[config.mk]
export PLATFORM = sky130hd
export DESIGN_NAME = cru_binom
export DESIGN_NICKNAME = d
export VERILOG_FILES = /design/src/hw/rtl/combinadic_rank_unrank_macros.svh /design/src/hw/rtl/cru_pkg.sv /design/src/hw/rtl/cru_binom.sv
export SDC_FILE = /design/constraint.sdc
export NUM_CORES = 2
export LEC_CHECK = 0
export BUFFER_PORTS_ARGS = -buffer_cell sky130_fd_sc_hd__buf_4
export CAP_MARGIN = 20
export CELL_PAD_IN_SITES_DETAIL_PLACEMENT = 1
export CELL_PAD_IN_SITES_GLOBAL_PLACEMENT = 1
export CORE_MARGIN = 4
export CORE_UTILIZATION = 55
export DETAILED_ROUTE_END_ITERATION = 12
export PLACE_DENSITY_LB_ADDON = 0.1
export SYNTH_ARGS = -nofsm -noshare
export SYNTH_HDL_FRONTEND = slang
export SYNTH_SLANG_ARGS = --single-unit
export TNS_END_PERCENT = 10
[constraint.sdc]
create_clock -name clk -period 25.8 [get_ports clk]
set_input_delay 3.87 -clock clk [delete_from_list [all_inputs] [get_ports clk]]
set_output_delay 3.87 -clock clk [all_outputs]
set_load 0.1 [all_outputs]
[src/hw/rtl/combinadic_rank_unrank_macros.svh]
// assertion macros shared by the rtl of the combinadic rank / unrank block
// depends on a clk and an active-low rst_n in the including scope
`ifndef COMBINADIC_RANK_UNRANK_MACROS_SVH
`define COMBINADIC_RANK_UNRANK_MACROS_SVH

// implication checked at every clock edge outside reset
`define CRU_ASSERT_IMP(label, ante, cons, msg) \
  label: assert property (@(posedge clk) disable iff (!rst_n) (ante) |-> (cons)) \
    else $error(msg);

// invariant checked at every clock edge outside reset
`define CRU_ASSERT_ALWAYS(label, expr, msg) \
  label: assert property (@(posedge clk) disable iff (!rst_n) (expr)) else $error(msg);

`endif

[src/hw/rtl/cru_pkg.sv]
// constants and shared types of the combinadic rank / unrank block
// no dependencies
package cru_pkg;

  localparam int DATA_W      = 64;   // fixed width of the value fields
  localparam int VW          = 64;   // working value width
  localparam int MAX_SUBSET  = 64;
  localparam int KW          = 7;    // width of sizes, positions and counts
  localparam int AW          = (MAX_SUBSET > 1) ? $clog2(MAX_SUBSET) : 1;
  localparam int CFG_AW      = 3;
  localparam int CFG_DW      = 32;

  localparam logic [VW-1:0] VMAX = {VW{1'b1}};

  // register indexes
  localparam logic REG_SUBSET_SIZE  = 1'b0;
  localparam logic REG_ELEMENT_FORM = 1'b1;

  typedef struct packed {
    logic          start;
    logic [VW-1:0] n;
    logic [KW-1:0] k;
  } bin_req_t;

  typedef struct packed {
    logic          busy;
    logic          done;
    logic          sat;
    logic [VW-1:0] val;
  } bin_rsp_t;

endpackage

[src/hw/rtl/cru_binom.sv]
// binomial coefficient unit: c = c * (n - k + j) / j for j = 1..k, saturating
// depends on cru_pkg; one half-width multiplier and a bit-serial divider
module cru_binom (
  input  logic              clk,
  input  logic              rst_n,
  input  cru_pkg::bin_req_t req,
  output cru_pkg::bin_rsp_t rsp
);

  localparam int VW = cru_pkg::VW;
  localparam int KW = cru_pkg::KW;
  localparam int HW = (VW + 1) / 2;
  localparam int CW = $clog2(2 * VW);

  typedef enum logic [2:0] {
    B_IDLE = 3'b001,
    B_MUL  = 3'b010,
    B_DIV  = 3'b100
  } bst_t;

  bst_t              st_r;
  logic [KW-1:0]     k_r;
  logic [KW-1:0]     j_r;
  logic [VW-1:0]     c_r;
  logic [VW-1:0]     f_r;
  logic [2*VW-1:0]   acc_r;
  logic [2*HW-1:0]   pp_r;
  logic [2:0]        ph_r;
  logic [1:0]        sh_r;
  logic [KW-1:0]     rem_r;
  logic [CW-1:0]     cnt_r;
  logic              done_r;
  logic              sat_r;
  logic [VW-1:0]     val_r;

  logic [2*HW-1:0]   c_ext;
  logic [2*HW-1:0]   f_ext;
  logic [HW-1:0]     a_half;
  logic [HW-1:0]     b_half;
  logic [2*VW-1:0]   pp_shift;
  logic [KW:0]       cur;
  logic              qbit;
  logic [2*VW-1:0]   quot;

  assign c_ext  = (2*HW)'(c_r);
  assign f_ext  = (2*HW)'(f_r);
  assign a_half = ph_r[1] ? c_ext[2*HW-1:HW] : c_ext[HW-1:0];
  assign b_half = ph_r[0] ? f_ext[2*HW-1:HW] : f_ext[HW-1:0];

  always_comb begin
    case (sh_r)
      2'd0:    pp_shift = (2*VW)'(pp_r);
      2'd1:    pp_shift = (2*VW)'(pp_r) << HW;
      default: pp_shift = (2*VW)'(pp_r) << (2 * HW);
    endcase
  end

  assign cur  = {rem_r, acc_r[2*VW-1]};
  assign qbit = (cur >= {1'b0, j_r});
  assign quot = {acc_r[2*VW-2:0], qbit};

  always_ff @(posedge clk) begin
    if (!rst_n) begin
      st_r   <= B_IDLE;
      done_r <= 1'b0;
    end else begin
      done_r <= 1'b0;
      unique case (st_r)
        B_IDLE: begin
          if (req.start) begin
            k_r <= req.k;
            if (req.n < VW'(req.k)) begin
              val_r  <= '0;
              sat_r  <= 1'b0;
              done_r <= 1'b1;
            end else begin
              c_r   <= VW'(1);
              j_r   <= KW'(1);
              f_r   <= req.n - VW'(req.k) + VW'(1);
              acc_r <= '0;
              ph_r  <= '0;
              st_r  <= B_MUL;
            end
          end
        end
        B_MUL: begin
          // partial products in phases 0..3, each registered and then added into the accumulator
          if (ph_r != 3'd4) begin
            pp_r <= a_half * b_half;
            sh_r <= 2'(ph_r[1]) + 2'(ph_r[0]);
          end
          if (ph_r != 3'd0) begin
            acc_r <= acc_r + pp_shift;
          end
          if (ph_r == 3'd4) begin
            rem_r <= '0;
            cnt_r <= '0;
            st_r  <= B_DIV;
          end else begin
            ph_r <= ph_r + 3'd1;
          end
        end
        B_DIV: begin
          rem_r <= qbit ? KW'(cur - {1'b0, j_r}) : cur[KW-1:0];
          cnt_r <= cnt_r + CW'(1);
          if (cnt_r != CW'(2*VW-1)) begin
            acc_r <= quot;
          end else begin
            if (|quot[2*VW-1:VW]) begin
              val_r  <= cru_pkg::VMAX;
              sat_r  <= 1'b1;
              done_r <= 1'b1;
              st_r   <= B_IDLE;
            end else if (j_r == k_r) begin
              val_r  <= quot[VW-1:0];
              sat_r  <= 1'b0;
              done_r <= 1'b1;
              st_r   <= B_IDLE;
            end else begin
              c_r   <= quot[VW-1:0];
              j_r   <= j_r + KW'(1);
              f_r   <= f_r + VW'(1);
              acc_r <= '0;
              ph_r  <= '0;
              st_r  <= B_MUL;
            end
          end
        end
        default: st_r <= B_IDLE;
      endcase
    end
  end

  assign rsp.busy = (st_r != B_IDLE);
  assign rsp.done = done_r;
  assign rsp.sat  = sat_r;
  assign rsp.val  = val_r;

endmodule

## Word level (Yosys, flattened, before mapping)

Index checks and enable logic that the tools add are counted.

| storage, ports and cells | value |
|---|---|
| logic and storage cells | 125 |
| register bits | 422 |

| operators by class | value |
|---|---|
| reduce and logical (&&, ||, !) cells | 14 |
| multipliers | 1 |
| eq/ne operators | 21 |
| $lt $le $gt $ge | 2 |
| multiplexer cells | 64 |
| add/subtract/negate cells | 9 |

Operators by type and width:

| operator | count |
|---|---|
| 2-to-1 mux 64 bit | 15 |
| 2-to-1 mux 128 bit | 6 |
| case mux 128 bit (3 select lines) | 1 |
| case mux 64 bit (2 select lines) | 3 |
| case mux 128 bit (2 select lines) | 1 |
| adder 128 bit | 1 |
| adder 64 x 1 -> 64 bit (second input constant) | 2 |
| less-than comparator 64 x 7 -> 1 bit | 1 |
| multiplier 32 x 32 -> 64 bit | 1 |
| 2-to-1 mux 32 bit | 2 |
| OR reduction 64 bit | 1 |
| subtractor 64 x 7 -> 64 bit | 1 |
| 2-to-1 mux 7 bit | 7 |
| case mux 7 bit (2 select lines) | 3 |
| 2-to-1 mux 3 bit | 10 |
| != test 2 bit (second input constant) | 9 |
| case mux 3 bit (3 select lines) | 2 |
| adder 7 x 1 -> 7 bit (second input constant) | 2 |
| AND reduction 7 bit | 2 |
| != test 3 bit (second input constant) | 4 |
| 2-to-1 mux 1 bit | 10 |
| AND reduction 3 bit | 3 |
| >= comparator 8 x 7 -> 1 bit | 1 |
| AND reduction 8 bit | 1 |
| other kinds (17) | 22 |

## Logic depth before layout (Yosys ltp)

| depth | value |
|---|---|
| word-level depth | 5 |
| depth in mapped cells | 34 |
| mapped depth without buffers | 31 |

## Worst setup path after synthesis

No wires, ideal clock.

| timing | value |
|---|---|
| path kind | input-to-reg |
| start | in req[2] (netlist bit) |
| end | reg acc_r[0] (enable) |
| path buffers | 0 |
| path slack | 10.669 ns |
| required time | 25.028 ns |
| cell stages on the path | 14 |
| data arrival time | 14.359 ns |
| library setup time | 0.772 ns |
| path through | inv_1 -> ha_1 -> inv_1 -> fa_1 -> a21oi_1 -> o211a_1 -> o21ai_0 -> a31oi_1 -> o21ai_0 -> a211oi_1 -> o41ai_1 -> a21oi_1 -> a31oi_1 -> nor3_1 |

| on the way | value |
|---|---|
| cells in the longest elaborated chain, start to end | 3 |

Ends and longest elaborated chain:

| element | line | RTL |
|---|---|---|
| start: declaration | cru_binom.sv:6 | `input cru_pkg::bin_req_t req,` |
| less-than comparator 64 x 7 -> 1 bit | cru_binom.sv:72 | `if (req.n < VW'(req.k)) begin` |
| != test 2 bit (no line) | n/a |  |
| AND reduction 7 bit (no line) | n/a |  |
| end signal: assignment | cru_binom.sv:93 | `acc_r <= acc_r + pp_shift;` |
| end signal: assignment | cru_binom.sv:107 | `acc_r <= quot;` |
| end: declaration | cru_binom.sv:26 | `logic [2*VW-1:0] acc_r;` |

No other way between the ends.
A chain may end at the register's enable or synchronous reset.

## Worst setup path in the final report

| timing | value |
|---|---|
| start | reg ph_r[0] |
| end | reg pp_r[63], data pin |

| on the way | value |
|---|---|
| cells in the longest elaborated chain, start to end | 2 |

Ends and longest elaborated chain:

| element | line | RTL |
|---|---|---|
| start: declaration | cru_binom.sv:28 | `logic [2:0] ph_r;` |
| start signal: assignment | cru_binom.sv:100 | `ph_r <= ph_r + 3'd1;` |
| 2-to-1 mux 32 bit | cru_binom.sv:48 | `assign b_half = ph_r[0] ? f_ext[2*HW-1:HW] : f_ext[HW-1:0];` |
| multiplier 32 x 32 -> 64 bit | cru_binom.sv:89 | `pp_r <= a_half * b_half;` |
| end signal: assignment | cru_binom.sv:89 |  |
| end: declaration | cru_binom.sv:27 | `logic [2*HW-1:0] pp_r;` |

No other way between the ends.

==> run metrics <==
sequential-to-total area share from yosys stat=19.58%; startpoint types=flip-flop; clock sinks=~420; Synth cell types=97; vias in the first global route=60830; Critical Path Most Common Cell=fa_1; GRT Overall Usage=between 40% and 50%; most numerous cell in the Yosys netlist=inv_1; root buf cell=clkbuf_16; CTS Buffer Depth=3; final setup margin=around 15 ns; worst hold path class=flip-flop to flip-flop; clock-pin slew on the worst setup and hold paths=0.06 ns; Main synth FF type=edfxtp_1; Syn Nets=8787; crit path max fanout=42; fraction of registers with async set/reset=0%; post-DP HPWL=203.2 mm; DP Worst Slack=15.46 ns; Worst Setup End Kind=flip-flop; max-cap violations=0; Layout Nets=8736; outcome=complete, no violations; minimum clock period=roughly 11 ns; Initial Util=55.43%; mean routed wirelength per cell=29.46 µm; vias=around 57000; CTS tree=yes; share of the synthesized area in the top cell type=between 20% and 30%; Synth Instances=7302; crit share post-route=between 40% and 50%; setup skew after layout=0.06719 ns; Max Slew Vio Count=0; residual DRC count=0; number of synthesized flops with an enable pin=418; H-tree levels=2; Die Span Y=350.5 µm; # Post-CTS Setup Buffers=0; Placement Cell Area=67160 µm²; Non-Filler Cell Area, Final=~69000 µm²; RSZ-0062 raised after global routing=false; antenna violations before repair=16; post-CTS resize count=0; total negative slack=0 ns; Die ar.=122800 µm²; final WL=~260 mm; chip width=350.5 µm; area leader, netlist=fa_1; flop and latch count out of synthesis=approximately 420; Top Ports=141; drt via density=6.413; Layout area overhead=6.973%; DRT Pass-1 Iters=6; DRT iter0 DRCs=5652; worst skew pair latency=0.68 ns; ranking of synthesized cells by area=fa_1 (28%), edfxtp_1 (19%), ha_1 (9.9%); first-pass GRT wire length=~380 mm; Worst Path Required=26.16 ns; Slew @ Worst Pin=1.170 ns; CTS buffer count=53; Final Non-Filler Cells=around 9000; most frequent cells after synthesis=inv_1 (1070), nand2_1 (943), fa_1 (901), nor2_1 (899), ha_1 (510); Worst path slowest cell=edfxtp_1; Critical Path AT=11.21 ns; mapped cell area=64500 µm²; Overflow after GRT=0; critical path class=flip-flop to flip-flop; Max Fclk=slightly above 0.09 GHz; Rows=125; slew margin rel.=22.02%; largest net degree at the start of global routing=113; layout cells sized above 1=6.680%; Placed Cells=just under 9000; final setup fails=0; Core ar.=116400 µm²; Fin. Hold Viols=0; port bufs=140; Hold Buf Count CTS=0; Synth warnings=0; GPL Wtd Cong=about 1.0; Mean Syn Cell Area=between 8 and 9 µm²; max incr delay on CP=0.95 ns; Final ANT Viol Nets=0
[worst max-delay path, delay by kind of cell (launching register included)]
kind / cells / cell delay (ns)
AOI/OAI and AO/OA: 6 / 1.95
xor gates and xnor gates: 1 / 0.14
adders and majority gates: 9 / 4.52
buffers and inverters: 5 / 1.37
DFF: 1 / 0.95
muxes: 1 / 0.29
and+or+nand+nor: 5 / 1.26
[state kept, by name, summed over array words and instances (netlist names), 7 cells and up]
signal	cells
val_r	64
j_r	7
f_ext	64
cnt_r	7
pp_r	64
c_ext	64
acc_r	128
rem_r	7
k_r	7
[routing by layer]
metal	wire (µm)	global-route usage (%)
met5	177	0.7457
met3	28280	11.72
met2	116100	65.66
met4	20770	28.09
met1	94670	51.65
[final cells by class]
class                           count  area, µm²
Fill cell                       13560      47360
Clock buffer                       61       1356
Antenna cell                       12      30.03
Clock inverter                     33      454.2
Inverter                         1070       4016
Sequential cell                   422      12630
Timing Repair Buffer              234       1764
Multi-Input combinational cell   5470      46840
Tap cell                         1524       1907
[metrics by stage]
| stage | utilization, % | hold slack (ns) |
|---|---|---|
| 2_1_floorplan | - | 0.5360 |
| 3_3_place_gp | 57.71 | 0.5716 |
| 3_5_place_dp | 57.72 | 0.5911 |
| 4_1_cts | 59.27 | 0.5637 |
| 5_1_grt | 59.27 | 0.6115 |
| 6_report | 59.30 | 0.5791 |
[layout by cell type (no fill, tap or decap), types with 14 or more instances in the layout]
cell type	count
o31ai_1	22
mux2i_1	56
xnor2_1	194
nand3_1	85
nand4_1	100
nand2_1	941
or2_2	18
a21o_1	126
or3_1	14
inv_1	1070
nor2b_1	27
mux2_2	60
nor4_1	30
o211ai_1	19
and2_1	89
o21ai_0	288
o22ai_1	52
clkbuf_16	53
a31oi_1	27
a21oi_1	389
a21boi_0	16
and3_1	49
a211oi_1	24
nor3_1	49
buf_4	233
nor2_1	897
xor2_1	121
mux2i_2	37
o21a_1	18
nand2b_1	35
edfxtp_1	418
fa_1	901
ha_1	510
o21bai_1	70
[final timing paths]
check | start | to | slack (ns) | depth (start not counted)
max | ph_r[0] | pp_r[63] | 14.96 | 27
min reg2reg | acc_r[84] | acc_r[85] | 0.58 | 2
max reg2reg | ph_r[0] | pp_r[63] | 14.96 | 27
min | acc_r[84] | acc_r[85] | 0.58 | 2
[kinds of logic (layout without fill, tap and decap cells)]
family | after synthesis | after routing | synth area share [%]
AOI/OAI and AO/OA | 1186 | 1186 | 11.38
buffers and inverters | 1410 | 1398 | 8.273
and+or+nand+nor | 2397 | 2397 | 16.02
other | 0 | 12 | 0
DFF | 422 | 422 | 19.58
muxes | 161 | 161 | 2.615
xor gates and xnor gates | 315 | 315 | 4.277
adders and majority gates | 1411 | 1411 | 37.86
Power is left out: the tool's default activity adds up to more than one toggle a clock period on the data nets, which glitch-free logic cannot reach.
